File: src/hw/rtl/kwc_pkg.sv
`timescale 1ns / 1ps
package kwc_pkg;

	// Alphabet and byte constants
	localparam int unsigned LETTERS = 26;
	localparam int unsigned IDX_W = 5;
	localparam logic [7:0] CHAR_A = 8'd97;
	localparam logic [7:0] CHAR_Z = 8'd122;
	localparam logic [IDX_W-1:0] LAST_IDX = IDX_W'(LETTERS - 1);

	// Request codes
	localparam logic [1:0] REQ_KEY = 2'd0;
	localparam logic [1:0] REQ_FIN = 2'd1;
	localparam logic [1:0] REQ_TEXT = 2'd2;

	// Program steps
	localparam int unsigned STEP_W = 3;
	localparam logic [STEP_W-1:0] S_FETCH = 3'd0;
	localparam logic [STEP_W-1:0] S_KEY = 3'd1;
	localparam logic [STEP_W-1:0] S_FIN_INIT = 3'd2;
	localparam logic [STEP_W-1:0] S_FIN_LOOP = 3'd3;
	localparam logic [STEP_W-1:0] S_FIN_DONE = 3'd4;
	localparam logic [STEP_W-1:0] S_TEXT_RD = 3'd5;
	localparam logic [STEP_W-1:0] S_TEXT_OUT = 3'd6;

	// Datapath operations
	localparam logic [2:0] OP_NONE = 3'd0;
	localparam logic [2:0] OP_APPEND = 3'd1;
	localparam logic [2:0] OP_KINIT = 3'd2;
	localparam logic [2:0] OP_FILL = 3'd3;
	localparam logic [2:0] OP_CLOSE = 3'd4;
	localparam logic [2:0] OP_READ = 3'd5;
	localparam logic [2:0] OP_EMIT = 3'd6;

	// Jump conditions
	localparam logic [2:0] JC_NEXT = 3'd0;
	localparam logic [2:0] JC_GOTO = 3'd1;
	localparam logic [2:0] JC_DISPATCH = 3'd2;
	localparam logic [2:0] JC_KZERO = 3'd3;
	localparam logic [2:0] JC_OUTFREE = 3'd4;

	typedef struct packed {
		logic in_ready;
		logic [2:0] op;
		logic [2:0] jc;
		logic [STEP_W-1:0] target;
	} ctrl_t;

	typedef struct packed {
		logic in_valid;
		logic [1:0] req;
		logic k_zero;
		logic out_free;
	} stat_t;

	// Control store: one word per step
	function automatic ctrl_t ucode(input logic [STEP_W-1:0] step);
		ctrl_t cw;
		cw = '{in_ready: 1'b0, op: OP_NONE, jc: JC_GOTO, target: S_FETCH};
		case (step)
			S_FETCH: cw = '{in_ready: 1'b1, op: OP_NONE, jc: JC_DISPATCH, target: S_FETCH};
			S_KEY: cw = '{in_ready: 1'b0, op: OP_APPEND, jc: JC_GOTO, target: S_FETCH};
			S_FIN_INIT: cw = '{in_ready: 1'b0, op: OP_KINIT, jc: JC_NEXT, target: S_FETCH};
			S_FIN_LOOP: cw = '{in_ready: 1'b0, op: OP_FILL, jc: JC_KZERO, target: S_FIN_DONE};
			S_FIN_DONE: cw = '{in_ready: 1'b0, op: OP_CLOSE, jc: JC_GOTO, target: S_FETCH};
			S_TEXT_RD: cw = '{in_ready: 1'b0, op: OP_READ, jc: JC_NEXT, target: S_FETCH};
			S_TEXT_OUT: cw = '{in_ready: 1'b0, op: OP_EMIT, jc: JC_OUTFREE, target: S_FETCH};
			default: cw = '{in_ready: 1'b0, op: OP_NONE, jc: JC_GOTO, target: S_FETCH};
		endcase
		return cw;
	endfunction

endpackage

File: src/hw/rtl/kwc_ifs.sv
`timescale 1ns / 1ps
interface kwc_req_if;
	logic valid;
	logic ready;
	logic [1:0] req_type;
	logic [7:0] data_byte;

	modport source (output valid, output req_type, output data_byte, input ready);
	modport sink (input valid, input req_type, input data_byte, output ready);
endinterface

interface kwc_res_if;
	logic valid;
	logic ready;
	logic [7:0] cipher_byte;

	modport source (output valid, output cipher_byte, input ready);
	modport sink (input valid, input cipher_byte, output ready);
endinterface

File: src/hw/rtl/keyword_substitution_cipher.sv
`timescale 1ns / 1ps
// Keyword substitution cipher.
// request channel (sink): req_type 0 appends a keyword byte, 1 finalizes the
// cipher alphabet, 2 enciphers data_byte; code 3 is taken and dropped.
// result channel (source): one cipher_byte for each plaintext item only.
// A small control program sequences the datapath, one item at a time.
// Keyword bytes take a fetch and an append step, plaintext a fetch, a table
// read and an emit step; a finalize takes a fetch and a setup step, walks the
// 26 letters from z down to a in the fill walk, and ends with a close step.
// The plaintext table read is registered before the emit step loads the result.
// Results sit in an output register; the next item is taken while a result
// waits. A plaintext item whose result finds the register still full holds
// its last step until the receiver takes the earlier result.
// Reset clears the letter record, fill count and ready flag; text then passes
// unchanged until the first finalize. The table memory is not cleared: every
// slot is written before it can be read.
module keyword_substitution_cipher (
	input logic clk,
	input logic arst_n,
	kwc_req_if.sink request,
	kwc_res_if.source result
);
	import kwc_pkg::*;

	ctrl_t ctrl;
	stat_t stat;

	logic [7:0] byte_q;
	logic [LETTERS-1:0] letter_used_q;
	logic [IDX_W-1:0] fill_q;
	logic [IDX_W-1:0] k_q;
	logic table_ready_q;
	logic out_valid_q;
	logic [7:0] out_byte_q;

	logic accept;
	logic is_letter;
	logic [7:0] offset;
	logic [IDX_W-1:0] idx;
	logic has_room;
	logic out_free;
	logic do_append;
	logic do_fill;
	logic wr_en;
	logic [IDX_W-1:0] wr_data;
	logic [IDX_W-1:0] rd_data;
	logic [IDX_W-1:0] sub_idx;
	logic [7:0] emit_byte;

	kwc_seq u_seq (
		.clk (clk),
		.arst_n (arst_n),
		.stat (stat),
		.ctrl (ctrl)
	);

	assign request.ready = ctrl.in_ready;
	assign accept = request.valid && ctrl.in_ready;

	assign out_free = !out_valid_q || result.ready;
	assign stat = '{in_valid: request.valid, req: request.req_type,
		k_zero: (k_q == '0), out_free: out_free};

	// Decode the held byte
	assign is_letter = (byte_q >= CHAR_A) && (byte_q <= CHAR_Z);
	assign offset = byte_q - CHAR_A;
	assign idx = offset[IDX_W-1:0];
	assign has_room = (fill_q < IDX_W'(LETTERS));

	assign do_append = (ctrl.op == OP_APPEND) && is_letter && has_room && !letter_used_q[idx];
	assign do_fill = (ctrl.op == OP_FILL) && has_room && !letter_used_q[k_q];
	assign wr_en = do_append || do_fill;
	assign wr_data = do_append ? idx : k_q;

	kwc_ram #(
		.WIDTH (IDX_W),
		.DEPTH (LETTERS)
	) u_table (
		.clk (clk),
		.wr_en (wr_en),
		.wr_addr (fill_q),
		.wr_data (wr_data),
		.rd_addr (idx),
		.rd_data (rd_data)
	);

	// Clamp the table entry and form the substituted letter
	assign sub_idx = (rd_data >= IDX_W'(LETTERS)) ? LAST_IDX : rd_data;
	assign emit_byte = (is_letter && table_ready_q) ? (CHAR_A + {3'b000, sub_idx}) : byte_q;

	// Hold the accepted byte
	always_ff @(posedge clk) begin
		if (accept) begin
			byte_q <= request.data_byte;
		end
	end

	// Keyword record, fill pointer and walk counter
	always_ff @(posedge clk or negedge arst_n) begin
		if (!arst_n) begin
			letter_used_q <= '0;
			fill_q <= '0;
			k_q <= '0;
			table_ready_q <= 1'b0;
		end else begin
			case (ctrl.op)
				OP_APPEND: begin
					if (do_append) begin
						letter_used_q[idx] <= 1'b1;
						fill_q <= fill_q + IDX_W'(1);
						table_ready_q <= 1'b0;
					end
				end
				OP_KINIT: k_q <= LAST_IDX;
				OP_FILL: begin
					if (do_fill) begin
						fill_q <= fill_q + IDX_W'(1);
					end
					k_q <= k_q - IDX_W'(1);
				end
				OP_CLOSE: begin
					letter_used_q <= '0;
					fill_q <= '0;
					table_ready_q <= 1'b1;
				end
				default: begin
				end
			endcase
		end
	end

	// Output register: load on emit, drop when taken
	always_ff @(posedge clk or negedge arst_n) begin
		if (!arst_n) begin
			out_valid_q <= 1'b0;
		end else if ((ctrl.op == OP_EMIT) && out_free) begin
			out_valid_q <= 1'b1;
		end else if (result.ready) begin
			out_valid_q <= 1'b0;
		end
	end

	always_ff @(posedge clk) begin
		if ((ctrl.op == OP_EMIT) && out_free) begin
			out_byte_q <= emit_byte;
		end
	end

	assign result.valid = out_valid_q;
	assign result.cipher_byte = out_byte_q;

	// Checks
	a_fill_bound: assert property (@(posedge clk) disable iff (!arst_n)
		fill_q <= IDX_W'(LETTERS))
		else $error("fill pointer past end of alphabet");

	a_close: assert property (@(posedge clk) disable iff (!arst_n)
		ctrl.op == OP_CLOSE |=> fill_q == '0 && table_ready_q && letter_used_q == '0)
		else $error("finalize did not reset keyword state");

	a_count: assert property (@(posedge clk) disable iff (!arst_n)
		ctrl.in_ready |-> $countones(letter_used_q) == int'(fill_q))
		else $error("letter record disagrees with fill pointer");

	a_emit: assert property (@(posedge clk) disable iff (!arst_n)
		$rose(out_valid_q) |-> $past(ctrl.op == OP_EMIT))
		else $error("result raised outside emit step");

endmodule

File: src/hw/rtl/kwc_ram.sv
`timescale 1ns / 1ps
module kwc_ram #(
	parameter int unsigned WIDTH = 8,
	parameter int unsigned DEPTH = 16
) (
	input logic clk,
	input logic wr_en,
	input logic [$clog2(DEPTH)-1:0] wr_addr,
	input logic [WIDTH-1:0] wr_data,
	input logic [$clog2(DEPTH)-1:0] rd_addr,
	output logic [WIDTH-1:0] rd_data
);

	logic [WIDTH-1:0] mem_q [DEPTH];
	logic [WIDTH-1:0] rd_data_q;

	// Write one entry, register the read
	always_ff @(posedge clk) begin
		if (wr_en) begin
			mem_q[wr_addr] <= wr_data;
		end
		rd_data_q <= mem_q[rd_addr];
	end

	assign rd_data = rd_data_q;

endmodule

File: src/hw/rtl/kwc_seq.sv
`timescale 1ns / 1ps
module kwc_seq (
	input logic clk,
	input logic arst_n,
	input kwc_pkg::stat_t stat,
	output kwc_pkg::ctrl_t ctrl
);
	import kwc_pkg::*;

	logic [STEP_W-1:0] step_q;
	logic [STEP_W-1:0] step_next;
	ctrl_t cw;

	assign cw = ucode(step_q);
	assign ctrl = cw;

	// Pick the next step from the jump field
	always_comb begin
		step_next = S_FETCH;
		case (cw.jc)
			JC_NEXT: step_next = step_q + STEP_W'(1);
			JC_GOTO: step_next = cw.target;
			JC_DISPATCH: begin
				if (stat.in_valid) begin
					case (stat.req)
						REQ_KEY: step_next = S_KEY;
						REQ_FIN: step_next = S_FIN_INIT;
						REQ_TEXT: step_next = S_TEXT_RD;
						default: step_next = S_FETCH;
					endcase
				end else begin
					step_next = S_FETCH;
				end
			end
			JC_KZERO: step_next = stat.k_zero ? cw.target : step_q;
			JC_OUTFREE: step_next = stat.out_free ? cw.target : step_q;
			default: step_next = S_FETCH;
		endcase
	end

	// Advance the step counter
	always_ff @(posedge clk or negedge arst_n) begin
		if (!arst_n) begin
			step_q <= S_FETCH;
		end else begin
			step_q <= step_next;
		end
	end

endmodule
File: src/flat_wrapper.sv
// flat-port wrapper written by rule: the top's interface ports become plain ports
module keyword_substitution_cipher_flat import kwc_pkg::*;
  (clk, arst_n, request_valid, request_req_type, request_data_byte, request_ready, result_valid, result_cipher_byte, result_ready);
  kwc_req_if request_i ();
  kwc_res_if result_i ();
  input logic clk;
  input logic arst_n;
  input wire logic [$bits(request_i.valid)-1:0] request_valid;
  input wire logic [$bits(request_i.req_type)-1:0] request_req_type;
  input wire logic [$bits(request_i.data_byte)-1:0] request_data_byte;
  output wire logic [$bits(request_i.ready)-1:0] request_ready;
  output wire logic [$bits(result_i.valid)-1:0] result_valid;
  output wire logic [$bits(result_i.cipher_byte)-1:0] result_cipher_byte;
  input wire logic [$bits(result_i.ready)-1:0] result_ready;
  assign request_i.valid = request_valid;
  assign request_i.req_type = request_req_type;
  assign request_i.data_byte = request_data_byte;
  assign request_ready = request_i.ready;
  assign result_valid = result_i.valid;
  assign result_cipher_byte = result_i.cipher_byte;
  assign result_i.ready = result_ready;
  keyword_substitution_cipher u_core (.clk(clk), .arst_n(arst_n), .request(request_i), .result(result_i));
endmodule
File: config.mk
export PLATFORM = sky130hd
export DESIGN_NAME = keyword_substitution_cipher_flat
export DESIGN_NICKNAME = d
export VERILOG_FILES = /design/src/hw/rtl/kwc_pkg.sv /design/src/hw/rtl/kwc_ifs.sv /design/src/hw/rtl/keyword_substitution_cipher.sv /design/src/hw/rtl/kwc_ram.sv /design/src/hw/rtl/kwc_seq.sv /design/src/flat_wrapper.sv
export SDC_FILE = /design/constraint.sdc
export NUM_CORES = 1
export LEC_CHECK = 0
export BUFFER_PORTS_ARGS = -buffer_cell sky130_fd_sc_hd__buf_2
export CORE_UTILIZATION = 50
export CTS_BUF_LIST = sky130_fd_sc_hd__clkbuf_16
export DETAILED_ROUTE_END_ITERATION = 7
export PLACE_DENSITY = 0.66
export SETUP_SLACK_MARGIN = 0.02
export SLEW_MARGIN = 40
export SYNTH_ARGS = -nofsm -noshare
export SYNTH_HDL_FRONTEND = slang
export SYNTH_SLANG_ARGS = --single-unit
File: constraint.sdc
create_clock -name clk -period 6.4 [get_ports clk]
set_input_delay 1.28 -clock clk [delete_from_list [all_inputs] [get_ports clk]]
set_output_delay 1.28 -clock clk [all_outputs]
set_load 0.02 [all_outputs]
==> results of run 1 <==
==> worst register-to-register path: stages, from the launching register on <==
cell      delay (ps)
edfxtp_1         510
inv_1            160
ha_1             410
buf_4            460
mux4_2           400
a22o_1           270
nor3_4           620
buf_4            370
a21o_2           460
nor2b_1          440
==> where the power goes <==
part	switching, uW	internal [uW]	total [uW]
registers	143	1560	1710
clock network	449	653	1100
logic	653	400	1050
total	1250	2620	3860
==> final timing paths <==
path                                                           to  slack, ps  depth (start not counted)
max in group asynchronous    u_core.letter_used_q[25]$_DFFE_PN0P_       5210                          1
hold / removal             u_core.result.cipher_byte[7]$_DFFE_PP_        440                          0
setup reg to reg            u_core.u_table.mem_q[15][3]$_DFFE_PP_       1950                          9
hold reg to reg            u_core.result.cipher_byte[7]$_DFFE_PP_        440                          0
setup / recovery            u_core.u_table.mem_q[15][3]$_DFFE_PP_       1950                          9
min in group asynchronous      u_core.u_seq.step_q[0]$_DFFE_PN0P_        820                          1
==> flip-flops by register name, indices dropped and copies added (netlist names) <==
signal                     count
u_core.u_table.mem_q         130
u_core.table_ready_q           1
u_core.letter_used_q          26
u_core.byte_q                  8
u_core.u_seq.step_q            3
u_core.fill_q                  5
u_core.k_q                     5
u_core.u_table.rd_data         5
u_core.result.valid            1
u_core.result.cipher_byte      8
==> layout make-up <==
cell class              count  share of cell area, %
repair buffers             31                   1.96
multi-input cells         346                   31.0
clock inverters            14                   2.00
well taps                 220                   2.86
inverters                  15                  0.585
clock buffers              17                   4.42
flip-flops and latches    192                   57.2
==> routing by layer <==
metal  part of all wire (%)  routed length [um]  global-route usage [%]  up-vias
met5                      0                   0                       0        -
met4                    1.8                 345                    8.18        0
met3                    7.5                1420                    5.97       26
met2                     47                8900                    35.1      221
met1                     44                8240                    31.5     2589
li1                       -                   -                       -     2314
==> Yosys cell counts (3+ instances only) <==
master and count:
a22o_1 3, buf_6 5, mux4_2 41, nand2_1 33, buf_2 10, mux2_4 4
nor3b_1 6, nand2b_1 6, a31oi_1 28, inv_1 15, nor3_1 6, nand3_1 12
a221oi_1 7, dfrtp_1 41, mux2i_1 12, and3_1 26, clkbuf_1 19, dfxtp_1 5
ha_1 19, a21oi_1 10, nor2_1 50, mux2_2 4, a22oi_1 5, edfxtp_1 146
xnor2_1 4, o21ai_0 19, nor2b_1 7, o211ai_1 3, and2_1 4
==> kinds of logic (layout without fill, tap and decap cells) <==
family | after synthesis | after routing | synth area share, %
buf+inv | 53 | 77 | 2.96
compound gates | 95 | 95 | 7.64
xor+xnor | 5 | 5 | 0.502
fa+ha+maj | 19 | 19 | 2.73
mux | 61 | 61 | 13.2
simple gates | 166 | 166 | 9.80
flops | 192 | 192 | 63.2
==> through the flow <==
| stage | std cells | worst slack [ps] | hold WS [ps] | total power (uW) |
|---|---|---|---|---|
| after floorplan | 591 | 1790 | 474 | 2420 |
| after global placement | 803 | 2110 | 423 | 2740 |
| after detailed placement | 803 | 1980 | 423 | 2770 |
| after CTS | 834 | 1990 | 440 | 3870 |
| after global routing | 835 | 1640 | 460 | 4040 |
| final | 835 | 1950 | 440 | 3860 |
==> impl_metrics.ini, run 1 <==
[clock_network]
cts_inserted_buffers = 17
htreeDepth = 4
cts_setup_buffers = 0
cts_resized = 0
cts_tree = yes
cts.clk_slew.worst_paths_ps = 70
cts_max_path_buffers = 2
cts_sinks = 192
ctsHoldBuffers = 0
clock_latency_ps = 430
root_buffer = clkbuf_16

[synthesis]
synth_area_um2 = 8720
yosys_warnings = 0
synth_top_area_cell = edfxtp_1
synthTopCellsByArea = edfxtp_1 50%, dfrtp_1 12%, mux4_2 11%
synth_ff_type = edfxtp_1
synthCells = 591
avgSynthCellArea_um2 = 14.8
ys_ff_latch = 192
synth_cell_types = 60
synth_seq_area_share_pct = 63.2
synth_edf_count = 146
synth_nets = 624
netlist.area_leader.share_pct = 50.3
async_flop_share_pct = 21.4

[routing]
vias = 5150
wl_per_cell_um = 22.6
viasPerCell = 6.17
routed_wl_um = 18900
antenna_left = 0
dr.pass1.iters = 5
drc = 0
drt_iter0_markers = 546

[place]
hpwlAfterDp_um = 12600
placed_area_um2 = 8990
port-buffer-count = 23
globalplace.congestion = 0.857

[global_route]
grt_pass1_wl_um = 30100
antenna_found_initial = 0
grt_max_degree = 50
grt_pass1_vias = 5163
track_usage_pct = 22.8
grt_overflow = 0

[worst_setup_path]
crit_path_max_incr_delay_ps = 620
worstPathArrival_ps = 4530
slowest_stage = nor3_4
crit_path_end_kind = register
cp_max_fo = 34
critical_path.cell_chain = inv_1 > ha_1 > buf_4 > mux4_2 > a22o_1 > nor3_4 > buf_4 > a21o_2 > nor2b_1
worst-setup-path-type = reg -> reg
crit_family = simple AND/OR/NAND/NOR gates
critical_path_required_ps = 6480
crit_path_frequent_cell = buf_4
start_kind = register
r2r_start = u_core.byte_q[1]$_DFFE_PP_
crit_start = u_core.byte_q[1]$_DFFE_PP_
crit_buf_inv = 3

[sta]
setup_tns_ps = 0
period_needed_ps = 4450
final_max_slew_viol_count = 0
fin_skew_ps = 10.5
tightest_slew_ps = 813
setup-violations-final = 0
relSlewSlack_pct = 45.8
fmax_ghz = 0.225
period_share_pct = 69.5
hold_viol_final = 0
rsz0062_at_grt = no

[layout]
fillCellCount = 1329
multi_input_area_um2 = 2980
fin_util_pct = 57.3
diodes = 0
design_area_um2 = 9630
final_nets = 636
layout_commonest_cell = edfxtp_1
drive_gt1_share_pct = 19.8
regArea_um2 = 5510
mostFrequentLayoutCells = 146 x edfxtp_1, 50 x nor2_1, 41 x mux4_2, 41 x dfrtp_1, 33 x nand2_1
syn_to_final_growth_pct = 10.5

[floorplanning]
dieArea_um2 = 18000
rows = 47
core_um2 = 16800
start_util_pct = 51.8
die_y_um = 134
die-width_um = 134
pin_count = 24

[run]
cap_violations = 0

[power]
powerDensity_nw_per_um2 = 401
p_leak_uw = 0.00359
peakVddDrop_mv = 0.253

[run_status]
status = finished clean

[worst_hold_path]
hp-class = reg -> reg
hp-start = u_core.byte_q[7]$_DFFE_PP_
No activity file was read; power rests on OpenSTA's default activity.
==> run 2, diff against run 1 <==
--- a/config.mk
+++ b/config.mk
@@ -5,6 +5,7 @@
 export SDC_FILE = /design/constraint.sdc
 export NUM_CORES = 1
 export LEC_CHECK = 0
+export ABC_AREA = 1
 export BUFFER_PORTS_ARGS = -buffer_cell sky130_fd_sc_hd__buf_2
 export CORE_UTILIZATION = 50
 export CTS_BUF_LIST = sky130_fd_sc_hd__clkbuf_16
==> constraint.sdc (replaced) <==
create_clock -name clk -period 4.6 [get_ports clk]
set_input_delay 0.92 -clock clk [delete_from_list [all_inputs] [get_ports clk]]
set_output_delay 0.92 -clock clk [all_outputs]
set_load 0.02 [all_outputs]
==> run 2 against run 1 <==
Effect of this change: fmax increased by 36%; clock skew rose by 1.4 ps; synthesized cell count grew 49%; global-route usage up 1.3 points; worst hold slack better by 5.9 ps; combinational power up 69%; sequential power increased by 35%; largest power group unchanged; highest routed layer unchanged.
==> impl_metrics.ini, run 2 <==
[layout]
mostFrequentLayoutCells = 177 x nand2_1, 146 x edfxtp_1, 109 x nor2_1, 77 x o21ai_0, 68 x inv_1
largest_reg_flops = 130
drive_gt1_share_pct = 12.7
design_area_um2 = 9910
layout_commonest_cell = nand2_1
regMostFlops = u_core.u_table.mem_q
fillCellCount = 1469
reg_top3 = u_core.u_table.mem_q (130), u_core.letter_used_q (26)
diodes = 0
final_nets = 926
layout.cells.non_filler = 1131
syn_to_final_growth_pct = 10.5

[power]
peakVddDrop_mv = 0.317
total_power_uw = 5610
p_leak_uw = 0.00392
powerDensity_nw_per_um2 = 566

[place]
placed_area_um2 = 9280
place_inst = 1099
port-buffer-count = 23
globalplace.congestion = 0.835
hpwlAfterDp_um = 13600

[sta]
final_max_slew_viol_count = 0
hold_viol_final = 0
relSlewSlack_pct = 46.0
rsz0062_at_grt = no
period_needed_ps = 3280
setup-violations-final = 0
period_share_pct = 71.2
fin_skew_ps = 11.9
setup_tns_ps = 0
tightest_slew_ps = 811
fmax_ghz = 0.305

[synthesis]
synth_edf_count = 146
async_flop_share_pct = 21.4
netlist.area_leader.share_pct = 48.9
synth_area_um2 = 8970
synth_top_area_cell = edfxtp_1
synthTopCellsByCount = 177 x nand2_1, 146 x edfxtp_1, 109 x nor2_1
synth.most_common_cell = nand2_1
synthCells = 879
ys_ff_latch = 192
synthTopCellsByArea = edfxtp_1 49%, dfrtp_1 11%, nand2_1 7.4%
synth_nets = 912
synth_seq_area_share_pct = 61.5
avgSynthCellArea_um2 = 10.2
synth_ff_type = edfxtp_1
synth_cell_types = 44
yosys_warnings = 0

[floorplanning]
dieArea_um2 = 18500
die-width_um = 136
core_um2 = 17400
pin_count = 24
die_y_um = 136
rows = 48
start_util_pct = 51.5

[routing]
dr.pass1.iters = 5
viasPerCell = 5.52
antenna_left = 0
drt_iter0_markers = 643
wl_per_cell_um = 18.4
vias = 6240
drc = 0
routed_wl_um = 20800

[worst_setup_path]
worstPathArrival_ps = 3370
cp_max_fo = 37
critical_path_required_ps = 4690
start_kind = register
crit_path_end_kind = register
worst-setup-path-type = reg -> reg

[run_status]
status = finished clean

[clock_network]
cts_tree = yes
root_buffer = clkbuf_16
cts_max_path_buffers = 2
cts_inserted_buffers = 17
cts_setup_buffers = 0
cts_sinks = 192
clock_latency_ps = 440
cts.clk_slew.worst_paths_ps = 70
htreeDepth = 4
cts_resized = 0
ctsHoldBuffers = 0

[global_route]
grt_pass1_vias = 6016
grt_overflow = 0
antenna_found_initial = 0
grt_max_degree = 86
grt_pass1_wl_um = 33300
track_usage_pct = 24.1

[run]
cap_violations = 0

[worst_hold_path]
hp-class = reg -> reg
[run 2: area by class of cell]
class                      instances  area [um^2]  share of cell area, %
multi-input combinational        572         3000                   30.3
clock inverter                    15          208                   2.10
sequential                       192         5510                   55.6
clock buffer                      17          425                   4.29
inverter                          76          285                   2.88
timing repair buffer              34          200                   2.02
tap                              225          282                   2.84
[run 2: final timing paths]
check | cells after the start | slack (ps) | start | to
max | 14 | 1320 | u_core.byte_q[0]$_DFFE_PP_ | u_core.u_table.mem_q[25][2]$_DFFE_PP_
min | 0 | 450 | u_core.byte_q[5]$_DFFE_PP_ | u_core.result.cipher_byte[5]$_DFFE_PP_
max reg2reg | 14 | 1320 | u_core.byte_q[0]$_DFFE_PP_ | u_core.u_table.mem_q[25][2]$_DFFE_PP_
min reg2reg | 0 | 450 | u_core.byte_q[5]$_DFFE_PP_ | u_core.result.cipher_byte[5]$_DFFE_PP_
max in group asynchronous | 1 | 3750 | arst_n | u_core.table_ready_q$_DFFE_PN0P_
min in group asynchronous | 1 | 470 | arst_n | u_core.letter_used_q[19]$_DFFE_PN0P_
[run 2: report_power, final]
part / switching (uW) / internal (uW)
clock: 742 / 793
sequential: 144 / 2160
combinational: 1260 / 508
total: 2150 / 3460
[run 2: worst max-delay path: stages, from the launching register on]
cell and delay (ps):
edfxtp_1 410, inv_2 430, ha_1 340, clkinv_1 50
buf_4 310, a21oi_1 70, o21ai_1 90, nand2_1 60
nor2_1 110, nor2_2 70, nor2_4 140, nand2_8 170
nand2_4 180, nand2_4 120, nor2_1 360
[run 2: cell families (layout without fill, tap and decap cells)]
kind of cell	count (synthesis)	count (layout)	share of synthesized area, %
simple gates	375	375	19.2
flops	192	192	61.5
compound gates	174	174	11.0
buf+inv	115	142	5.30
fa+ha+maj	19	19	2.65
xor+xnor	4	4	0.391
[run 2: metrics by stage]
step	setup WS [ps]	util, %	hold WS [ps]
floorplan	1010	-	442
global placement	1380	53.2	420
detailed placement	1310	53.3	429
CTS	1310	56.9	448
global route	1040	56.9	458
finish	1320	56.9	446
[run 2: per-layer routing]
layer | vias to the layer above | GRT usage, % | share of wire, %
li1 | 3028 | - | -
met1 | 3000 | 33.8 | 45
met2 | 184 | 38.3 | 48
met3 | 28 | 4.14 | 5.5
met4 | 0 | 7.41 | 1.9
met5 | - | 0 | 0
